`src/hw/rtl/r2h_pkg.sv`:
```
// r2h_pkg: shared types and constants for the RGB to HSV converter.
// No dependencies; used by all r2h_* modules and the top level.
`default_nettype none

package r2h_pkg;

  localparam int CH_W    = 8;   // color channel width
  localparam int HUE_W   = 13;  // hue output width, sixteenths of a degree
  localparam int QBITS   = 10;  // quotient bits resolved by the divider chain
  localparam int REM_W   = 18;  // partial remainder width
  localparam int HSUM_W  = 14;  // signed hue sum before wrap

  localparam logic [HSUM_W-1:0] HUE_SECTOR = 14'd960;
  localparam logic [HSUM_W-1:0] HUE_FULL   = 14'd5760;

  // which channel is the largest; decides the hue offset
  typedef enum logic [1:0] {
    SEC_RED   = 2'd0,
    SEC_GREEN = 2'd1,
    SEC_BLUE  = 2'd2
  } sector_t;

  // word carried along the divider chain
  typedef struct packed {
    logic [CH_W-1:0]  mx;       // largest channel, also the saturation divisor
    logic [CH_W-1:0]  delta;    // max - min, the hue divisor
    logic             grey;     // all channels equal
    logic             neg;      // hue difference was negative
    sector_t          sector;
    logic [REM_W-1:0] sat_rem;
    logic [REM_W-1:0] hue_rem;
    logic [QBITS-1:0] sat_q;
    logic [QBITS-1:0] hue_q;
  } stage_t;

endpackage

`default_nettype wire

```
`src/hw/rtl/r2h_if.sv`:
```
// r2h_if: valid/ready channel interfaces for the RGB to HSV converter.
// Depends on r2h_pkg for field widths.
`default_nettype none

interface r2h_rgb_if;
  logic                      valid;
  logic                      ready;
  logic [r2h_pkg::CH_W-1:0]  red;
  logic [r2h_pkg::CH_W-1:0]  green;
  logic [r2h_pkg::CH_W-1:0]  blue;

  modport source (output valid, red, green, blue, input ready);
  modport sink   (input valid, red, green, blue, output ready);
endinterface

interface r2h_hsv_if;
  logic                       valid;
  logic                       ready;
  logic [r2h_pkg::HUE_W-1:0]  hue;
  logic [r2h_pkg::CH_W-1:0]   saturation;
  logic [r2h_pkg::CH_W-1:0]   brightness;

  modport source (output valid, hue, saturation, brightness, input ready);
  modport sink   (input valid, hue, saturation, brightness, output ready);
endinterface

`default_nettype wire

```
`src/hw/rtl/r2h_front.sv`:
```
// r2h_front: input stage; finds max/min, sector and both dividends.
// Depends on r2h_pkg and r2h_rgb_if.
`default_nettype none

module r2h_front (
  input  wire logic           clk,
  input  wire logic           rst,
  input  wire logic           en,
  r2h_rgb_if.sink             pix,
  output logic                valid,
  output r2h_pkg::stage_t     stage
);

  logic [7:0]            mx, mn, delta;
  logic signed [8:0]     diff;
  logic [7:0]            mag;
  r2h_pkg::sector_t      sector;
  r2h_pkg::stage_t       stage_next;

  assign pix.ready = en;

  always_comb begin
    mx = pix.red;
    if (pix.green > mx) mx = pix.green;
    if (pix.blue > mx) mx = pix.blue;
    mn = pix.red;
    if (pix.green < mn) mn = pix.green;
    if (pix.blue < mn) mn = pix.blue;
    delta = mx - mn;

    // tie order: red, then green, then blue
    if (pix.red == mx) begin
      sector = r2h_pkg::SEC_RED;
      diff   = $signed({1'b0, pix.green}) - $signed({1'b0, pix.blue});
    end else if (pix.green == mx) begin
      sector = r2h_pkg::SEC_GREEN;
      diff   = $signed({1'b0, pix.blue}) - $signed({1'b0, pix.red});
    end else begin
      sector = r2h_pkg::SEC_BLUE;
      diff   = $signed({1'b0, pix.red}) - $signed({1'b0, pix.green});
    end
    mag = diff[8] ? 8'(-diff) : diff[7:0];

    stage_next.mx      = mx;
    stage_next.delta   = delta;
    stage_next.grey    = (delta == 8'd0);
    stage_next.neg     = diff[8];
    stage_next.sector  = sector;
    // delta*255 and mag*960 as shift-and-subtract
    stage_next.sat_rem = ({10'd0, delta} << 8) - {10'd0, delta};
    stage_next.hue_rem = ({10'd0, mag} << 10) - ({10'd0, mag} << 6);
    stage_next.sat_q   = '0;
    stage_next.hue_q   = '0;
  end

  always_ff @(posedge clk) begin
    if (rst) begin
      valid <= 1'b0;
    end else if (en) begin
      valid <= pix.valid;
    end
    if (en) begin
      stage <= stage_next;
    end
  end

endmodule

`default_nettype wire

```
`src/hw/rtl/r2h_cell.sv`:
```
// r2h_cell: one restoring-division step for both saturation and hue.
// Depends on r2h_pkg. Resolves quotient bit BIT of each division.
`default_nettype none

module r2h_cell #(
  parameter int BIT = 0
) (
  input  wire logic             clk,
  input  wire logic             rst,
  input  wire logic             en,
  input  wire logic             in_valid,
  input  wire r2h_pkg::stage_t  in_stage,
  output logic                  out_valid,
  output r2h_pkg::stage_t       out_stage
);

  logic [r2h_pkg::REM_W-1:0] sat_div, hue_div;
  r2h_pkg::stage_t           stage_next;

  always_comb begin
    sat_div    = {{(r2h_pkg::REM_W-r2h_pkg::CH_W){1'b0}}, in_stage.mx} << BIT;
    hue_div    = {{(r2h_pkg::REM_W-r2h_pkg::CH_W){1'b0}}, in_stage.delta} << BIT;
    stage_next = in_stage;
    if (in_stage.sat_rem >= sat_div) begin
      stage_next.sat_rem    = in_stage.sat_rem - sat_div;
      stage_next.sat_q[BIT] = 1'b1;
    end
    if (in_stage.hue_rem >= hue_div) begin
      stage_next.hue_rem    = in_stage.hue_rem - hue_div;
      stage_next.hue_q[BIT] = 1'b1;
    end
  end

  always_ff @(posedge clk) begin
    if (rst) begin
      out_valid <= 1'b0;
    end else if (en) begin
      out_valid <= in_valid;
    end
    if (en) begin
      out_stage <= stage_next;
    end
  end

endmodule

`default_nettype wire

```
`src/hw/rtl/r2h_back.sv`:
```
// r2h_back: adds the hue offset, wraps negatives and holds the output word.
// Depends on r2h_pkg and r2h_hsv_if.
`default_nettype none

module r2h_back (
  input  wire logic             clk,
  input  wire logic             rst,
  input  wire logic             en,
  input  wire logic             in_valid,
  input  wire r2h_pkg::stage_t  in_stage,
  r2h_hsv_if.source             hsv
);

  logic [r2h_pkg::HSUM_W-1:0] base, q_ext, off, sum, hue_next;

  always_comb begin
    case (in_stage.sector)
      r2h_pkg::SEC_RED:   base = '0;
      r2h_pkg::SEC_GREEN: base = r2h_pkg::HUE_SECTOR << 1;
      r2h_pkg::SEC_BLUE:  base = r2h_pkg::HUE_SECTOR << 2;
      default:            base = '0;
    endcase
    q_ext = {{(r2h_pkg::HSUM_W-r2h_pkg::QBITS){1'b0}}, in_stage.hue_q};
    off   = in_stage.neg ? (-q_ext) : q_ext;
    sum   = base + off;
    // only the red sector can go negative
    hue_next = sum[r2h_pkg::HSUM_W-1] ? (sum + r2h_pkg::HUE_FULL) : sum;
    if (in_stage.grey) hue_next = '0;
  end

  always_ff @(posedge clk) begin
    if (rst) begin
      hsv.valid <= 1'b0;
    end else if (en) begin
      hsv.valid <= in_valid;
    end
    if (en) begin
      hsv.hue        <= hue_next[r2h_pkg::HUE_W-1:0];
      hsv.saturation <= in_stage.grey ? '0 : in_stage.sat_q[r2h_pkg::CH_W-1:0];
      hsv.brightness <= in_stage.mx;
    end
  end

endmodule

`default_nettype wire

```
`src/hw/rtl/rgb_to_hsv_converter.sv`:
```
// rgb_to_hsv_converter: top level; front stage, divider cell chain, output.
// Depends on r2h_pkg, r2h_if, r2h_front, r2h_cell, r2h_back.
//
// Usage:
//   pix  (sink)   : one RGB word per handshake, 8 bits per channel.
//   hsv  (source) : one word per pixel: hue in 1/16 degree (0..5759),
//                   saturation 0..255, brightness = largest channel.
//   A word moves on a rising edge with valid and ready both high.
// Path: from accept to hsv.valid through the front stage, ten division
//   cells that each settle one quotient bit, and the output register.
// Throughput: one pixel per cycle while the output is not stalled; the whole chain shifts in lockstep.
// Stall: when hsv.valid is high and hsv.ready low, every stage holds and
//   pix.ready drops; pix.ready is high whenever the output register is
//   empty or being taken.
// Reset: rst (synchronous) clears all stage valid bits; no word is in
//   flight afterwards. Pixels are independent; nothing else is stored.
`default_nettype none

module rgb_to_hsv_converter (
  input  wire logic   clk,
  input  wire logic   rst,
  r2h_rgb_if.sink     pix,
  r2h_hsv_if.source   hsv
);

  localparam int N = r2h_pkg::QBITS;

  logic              en;
  logic [N:0]        vld;
  r2h_pkg::stage_t   stg [N+1];

  assign en = !hsv.valid || hsv.ready;

  r2h_front u_front (
    .clk   (clk),
    .rst   (rst),
    .en    (en),
    .pix   (pix),
    .valid (vld[0]),
    .stage (stg[0])
  );

  for (genvar i = 0; i < N; i++) begin : g_cell
    r2h_cell #(.BIT(N - 1 - i)) u_cell (
      .clk       (clk),
      .rst       (rst),
      .en        (en),
      .in_valid  (vld[i]),
      .in_stage  (stg[i]),
      .out_valid (vld[i+1]),
      .out_stage (stg[i+1])
    );
  end

  r2h_back u_back (
    .clk      (clk),
    .rst      (rst),
    .en       (en),
    .in_valid (vld[N]),
    .in_stage (stg[N]),
    .hsv      (hsv)
  );

  a_hue_range: assert property (@(posedge clk) disable iff (rst)
    hsv.valid |-> (hsv.hue < 13'd5760))
    else $error("hue out of range");

  a_grey_hue: assert property (@(posedge clk) disable iff (rst)
    (hsv.valid && hsv.saturation == 8'd0) |-> (hsv.hue == 13'd0))
    else $error("hue nonzero with zero saturation");

  a_black_sat: assert property (@(posedge clk) disable iff (rst)
    (hsv.valid && hsv.brightness == 8'd0) |-> (hsv.saturation == 8'd0))
    else $error("saturation nonzero for black pixel");

  a_chain_hold: assert property (@(posedge clk) disable iff (rst)
    !en |=> $stable(vld))
    else $error("divider chain moved while stalled");

endmodule

`default_nettype wire

```
`src/flat_wrapper.sv`:
```
// flat-port wrapper written by rule: the top's interface ports become plain ports
module rgb_to_hsv_converter_flat 
  (clk, rst, pix_valid, pix_red, pix_green, pix_blue, pix_ready, hsv_valid, hsv_hue, hsv_saturation, hsv_brightness, hsv_ready);
  r2h_rgb_if pix_i ();
  r2h_hsv_if hsv_i ();
  input  wire logic clk;
  input  wire logic rst;
  input wire logic [$bits(pix_i.valid)-1:0] pix_valid;
  input wire logic [$bits(pix_i.red)-1:0] pix_red;
  input wire logic [$bits(pix_i.green)-1:0] pix_green;
  input wire logic [$bits(pix_i.blue)-1:0] pix_blue;
  output wire logic [$bits(pix_i.ready)-1:0] pix_ready;
  output wire logic [$bits(hsv_i.valid)-1:0] hsv_valid;
  output wire logic [$bits(hsv_i.hue)-1:0] hsv_hue;
  output wire logic [$bits(hsv_i.saturation)-1:0] hsv_saturation;
  output wire logic [$bits(hsv_i.brightness)-1:0] hsv_brightness;
  input wire logic [$bits(hsv_i.ready)-1:0] hsv_ready;
  assign pix_i.valid = pix_valid;
  assign pix_i.red = pix_red;
  assign pix_i.green = pix_green;
  assign pix_i.blue = pix_blue;
  assign pix_ready = pix_i.ready;
  assign hsv_valid = hsv_i.valid;
  assign hsv_hue = hsv_i.hue;
  assign hsv_saturation = hsv_i.saturation;
  assign hsv_brightness = hsv_i.brightness;
  assign hsv_i.ready = hsv_ready;
  rgb_to_hsv_converter u_core (.clk(clk), .rst(rst), .pix(pix_i), .hsv(hsv_i));
endmodule
```
`config.mk`:
```
export PLATFORM = sky130hd
export DESIGN_NAME = rgb_to_hsv_converter_flat
export DESIGN_NICKNAME = d
export VERILOG_FILES = /design/src/hw/rtl/r2h_pkg.sv /design/src/hw/rtl/r2h_if.sv /design/src/hw/rtl/r2h_front.sv /design/src/hw/rtl/r2h_cell.sv /design/src/hw/rtl/r2h_back.sv /design/src/hw/rtl/rgb_to_hsv_converter.sv /design/src/flat_wrapper.sv
export SDC_FILE = /design/constraint.sdc
export NUM_CORES = 1
export LEC_CHECK = 0
export ABC_AREA = 0
export BUFFER_PORTS_ARGS = -buffer_cell sky130_fd_sc_hd__buf_2
export CAP_MARGIN = 20
export CORE_UTILIZATION = 45
export CTS_CLUSTER_DIAMETER = 30
export DETAILED_ROUTE_END_ITERATION = 8
export GPL_ROUTABILITY_DRIVEN = 0
export SKIP_LAST_GASP = 1
export SLEW_MARGIN = 10
export SYNTH_ARGS = -nofsm -noshare
export SYNTH_HDL_FRONTEND = slang
export SYNTH_SLANG_ARGS = --single-unit
```
`constraint.sdc`:
```
create_clock -name clk -period 49 [get_ports clk]
set_input_delay 2.45 -clock clk [delete_from_list [all_inputs] [get_ports clk]]
set_output_delay 2.45 -clock clk [all_outputs]
set_load 0.03 [all_outputs]
```
; After elaboration in Yosys (flattened, before gate mapping)
; Index checks and enable logic that the tools add are counted.
; Widths: inputs -> output; s select.
[classes]
add_sub_neg = 28
multipliers = 0
div_mod_pow = 0
n_lt_le_gt_ge = 24
n_eq_ne = 4
n_shift = 0
muxes = 29
bitwise = 0
n_reduce_logical = 3
[op_table]
columns = cell, n
row1 = $mux 18, 18
row2 = $sub 18x14->18, 3
row3 = $mux 8, 5
row4 = $ge 18x10->1, 2
row5 = $ge 18x11->1, 2
row6 = $ge 18x12->1, 2
row7 = $ge 18x13->1, 2
row8 = $ge 18x14->1, 2
row9 = $ge 18x15->1, 2
row10 = $ge 18x16->1, 2
row11 = $ge 18x17->1, 2
row12 = $ge 18x8->1, 2
row13 = $ge 18x9->1, 2
row14 = $sub 18x10->18, 2
row15 = $sub 18x11->18, 2
row16 = $sub 18x12->18, 2
row17 = $sub 18x13->18, 2
row18 = $sub 18x15->18, 2
row19 = $sub 18x16->18, 2
row20 = $sub 18x17->18, 2
row21 = $sub 18x9->18, 2
row22 = $sub 8x8->9, 3
row23 = $pmux 12 s2, 1
row24 = $mux 9, 2
row25 = 17 further kinds, 20
[totals]
regBits = 704
latch_bits = 0
mem_bits_rw = 0
romBits = 0
input_bits = 28
output_inout_bits = 31
elab_cells = 211
n_memories = 0

; Depth between registers and ports, before layout
[logic_depth]
ltp_word = 10
mapped_depth = 32
depth_no_buf = 28

; By module
; A second synthesis with hierarchy kept.
[hier_totals]
hier_cells = 3226
hier_area_um2 = 42411.9
[modules_own_cells]
columns = module, instances, cells_each, area_each_um2, seq_area_each_um2
row1 = r2h_front, 1, 543, 4977.3, 1461.4
row2 = r2h_cell (u_core.g_cell[8].u_cell), 1, 270, 3688.5, 2302.2
row3 = r2h_cell (u_core.g_cell[9].u_cell), 1, 281, 3671.0, 2302.2
row4 = r2h_cell (u_core.g_cell[6].u_cell), 1, 255, 3666.0, 2302.2
row5 = r2h_cell (u_core.g_cell[4].u_cell), 1, 256, 3618.5, 2302.2
row6 = r2h_cell (u_core.g_cell[7].u_cell), 1, 266, 3606.0, 2302.2
row7 = r2h_cell (u_core.g_cell[5].u_cell), 1, 267, 3598.5, 2302.2
row8 = r2h_cell (u_core.g_cell[1].u_cell), 1, 244, 3555.9, 2302.2
row9 = r2h_cell (u_core.g_cell[2].u_cell), 1, 241, 3529.6, 2302.2
row10 = r2h_cell (u_core.g_cell[3].u_cell), 1, 251, 3462.1, 2302.2
row11 = r2h_cell (u_core.g_cell[0].u_cell), 1, 215, 3385.7, 2302.2
row12 = r2h_back, 1, 136, 1646.6, 890.9
row13 = rgb_to_hsv_converter, 1, 1, 6.3, 0.0

; Worst setup path before layout
; No wires, ideal clock.
[synth_path]
path_kind = input port to output port
startpoint = input hsv_ready
endpoint = output pix_ready
arrival_time_ns = 20.166
required_ns = 46.550
path_slack_ns = 26.384
path_stages = 3
n_path_buf = 1
cell_sequence = nor2b_1 > inv_1 > clkbuf_1
[synth_between]
elab_chain_len = 1
[synth_rtl]
columns = item, line
row1 = start: declaration, flat_wrapper.sv:17  ; input wire logic [$bits(hsv_i.ready)-1:0] hsv_ready;
row2 = $logic_or 1x1->1, rgb_to_hsv_converter.sv:32  ; assign en = !hsv.valid || hsv.ready;
row3 = end: declaration, flat_wrapper.sv:12  ; output wire logic [$bits(pix_i.ready)-1:0] pix_ready;
; No other way between the ends.

==> metrics <==
CTS resizes=0; Final Max Tran Viols=0; root buffer cell=clkbuf_16; antenna violations before repair=0; core footprint=between 70000 and 80000 µm²; postcts setup bufs=0; Critical Path Sink Type=register; via/cell ratio=between 5 and 6; Clock Power Share=28.9%; first-pass GRT wire length=99600 µm; fmax=110 MHz; Initial Utilization=45.5%; total number of vias=20700; highest net fanout along the worst path=20; max-cap violations=0; combinational group share of total power=36.0%; FFs w/ async S/R, synth=0%; Final setup viols=0; synthesized area per cell=12.1 µm²; cell accounting for the most synthesized area=edfxtp_1; IR drop worst, VDD=0.0502 mV; Reg area=~19000 µm²; Syn Nets=3030; ys flop type=edfxtp_1; Filler cells=about 6000; sw power=around 0.0011 W; largest net degree at the start of global routing=201; IO buf count=58; Avg WL per Cell=~15 µm; TritonRoute pass-1 iters=7; clock buffer depth=3; Reg clk slew, reported paths=0.05 ns; Unique masters post-synth=80; P&R area growth vs syn=18.6%; gr ovfl total=0; Mapped Area=33300 µm²; # rows=99; number of enable flip-flop cells after synthesis=636; failing checks=DRC; die width=274 µm; DIE AREA=75100 µm²; layout cell share with drive strength beyond 1=11.0%; Seq/Total Area, Yosys=58.1%; synthesized flop and latch total=648; Power Density=80.6 nW/µm²; Initial DRC Count=967; switch share=33.3%; Hold Crit Class=register to register; leading post-synthesis cells by cell area=edfxtp_1 (57%), ha_1 (8.3%), inv_1 (3.5%); worst-case reg-to-reg path depth=13; Detail Route Antenna Nets=0; vias in the first global route=~21000; worst hold path stage count=0; Clock Latency Late Sink=0.69 ns; Leak=16.2 nW; clock net sink count=648; Int Pwr=0.00212 W; Multi-input gate area=12700 µm²; unrepaired setup endpoints after global routing=false; Cells after Synth=2759; Diodes inserted=0; CTS Buf Count=134; share of the synthesized area in the top cell type=a little under three fifths; Reg power frac=35.1%; Critical Path Start Type=input pin; drt total wl=around 60000 µm; WP data required=49.41 ns; Worst Max-Slew Pin Slew=1.09 ns; Min Hold Slack=just under 0.4 ns; Detail Placement HPWL=about 44000 µm; CTS tree=done; Ys Warns=0; global router's overall resource usage=16.3%; IO Count=a little under 60; Data arrival, critical path=9.52 ns; Setup CP Type=input pin to register; setup TNS=0 ns; Die H=274 µm; Period Utilization, post-route=around 19%; min Tclk post-route=9.11 ns; Slew headroom=between 20% and 30%; Hold Fails Final Rpt=0; status=finished with violations; number of remaining DRC errors=12; H-tree lvl count=4; fin nets=3200; Worst Skew=0.0415 ns; Hold Buf Count CTS=0
-- placed cells by master, fill, tap and decap left out, drive strengths merged, types with 13 or more instances in the layout --
cell    count
edfxtp    636
inv       320
ha        220
nand2     197
nor2      176
o21ai     166
clkbuf    149
a21oi     144
xnor2     120
xor2      100
a21o       75
buf        72
nor2b      58
nand2b     51
clkinv     47
nor4       43
mux2i      42
nor3       40
o31ai      31
nand4      28
and2       24
nand3      23
fa         23
bufinv     23
or3        15
a21boi     14
o21a       13
-- final timing paths --
kind                                          from  slack, ns                                     to
max                                   pix_green[6]      39.89               u_core.u_front.stage[37]
min          u_core.g_cell[0].u_cell.out_stage[58]       0.39  u_core.g_cell[1].u_cell.out_stage[58]
max reg2reg  u_core.g_cell[6].u_cell.out_stage[24]      45.06  u_core.g_cell[7].u_cell.out_stage[37]
min reg2reg  u_core.g_cell[0].u_cell.out_stage[58]       0.39  u_core.g_cell[1].u_cell.out_stage[58]
-- stage by stage --
stage          power (W)  util, %  cells  area (µm²)  worst slack, ns
6_report         0.00318     54.0   3995       39500            39.89
5_1_grt          0.00341     54.0   3995       39500            39.45
4_1_cts          0.00321     54.0   3994       39500            40.09
3_5_place_dp     0.00227     47.6   3751       34800            39.34
3_3_place_gp     0.00222     47.6   3751       34800            39.65
2_1_floorplan    0.00199        -   2759       33300            26.38
-- cell usage after synthesis (all sizes together), types with 15 or more instances --
library cell and instances:
a21o 75, a21oi 144, and2 24, clkbuf 34, edfxtp 636, fa 23, ha 220, inv 306
mux2i 42, nand2 197, nand2b 51, nand3 23, nand4 28, nor2 176, nor2b 58, nor3 40
nor4 43, o21ai 166, o31ai 31, or3 15, xnor2 120, xor2 100
-- logic make-up after synthesis --
group	after synthesis	share of synthesized area, %
DFF	648	58.1
and+or+nand+nor	717	10.8
adders and majority gates	244	9.69
buffers and inverters	344	3.93
xor gates and xnor gates	220	5.81
muxes	54	1.71
AOI/OAI and AO/OA	531	9.97
other	1	0.0113
-- registers in the layout, summed over array words and instances (netlist names) --
register	cells
u_core.u_front.valid	1
u_core.u_back.hsv.valid	1
u_core.g_cell.u_cell.out_valid	10
u_core.u_back.hsv.brightness	8
u_core.u_front.stage	48
u_core.g_cell.u_cell.out_stage	559
u_core.u_back.hsv.saturation	8
u_core.u_back.hsv.hue	13
-- per-layer routing --
metal / wire [µm] / GRT usage [%] / vias up
li1: - / - / 10400
met1: 24000 / 17.3 / 9695
met2: 31500 / 30.0 / 458
met3: 2250 / 3.26 / 184
met4: 2500 / 9.55 / 0
met5: 0 / 0 / -
-- worst max-delay path, cell delays in order --
cell      delay [ns]
buf_2           0.18
inv_1           0.11
ha_1            0.37
a21o_1          0.18
a221o_1         0.38
a21oi_4         0.42
mux2i_1         0.35
ha_1            0.30
and4_1          0.25
nand4_1         0.15
o31a_1          0.25
nand2_1         0.35
mux2i_1         0.23
a211oi_2        0.18
buf_4           0.30
nor2_1          0.11
a21oi_1         0.34
inv_1           0.12
ha_1            0.31
a31oi_1         0.30
xor2_1          0.34
inv_1           0.11
ha_1            0.30
o21ai_0         0.10
o31a_1          0.25
maj3_2          0.42
o221ai_1        0.30
a311oi_2        0.07
-- final cells by class --
cell class              count  area share [%]
clock inverters            94            3.17
well taps                 959            3.04
repair buffers             72            1.06
multi-input cells        1767            32.1
flip-flops and latches    648            49.0
inverters                 306            2.93
clock buffers             149            8.74
-- power by group through the flow --
stage                     logic (W)  registers [W]  clock network (W)
after floorplan            0.000901        0.00109                  0
after global placement      0.00110        0.00112                  0
after detailed placement    0.00114        0.00113                  0
after CTS                   0.00115        0.00112           0.000939
after global routing        0.00130        0.00115           0.000965
final                       0.00115        0.00112           0.000920
Power figures use the tool's default switching activity.
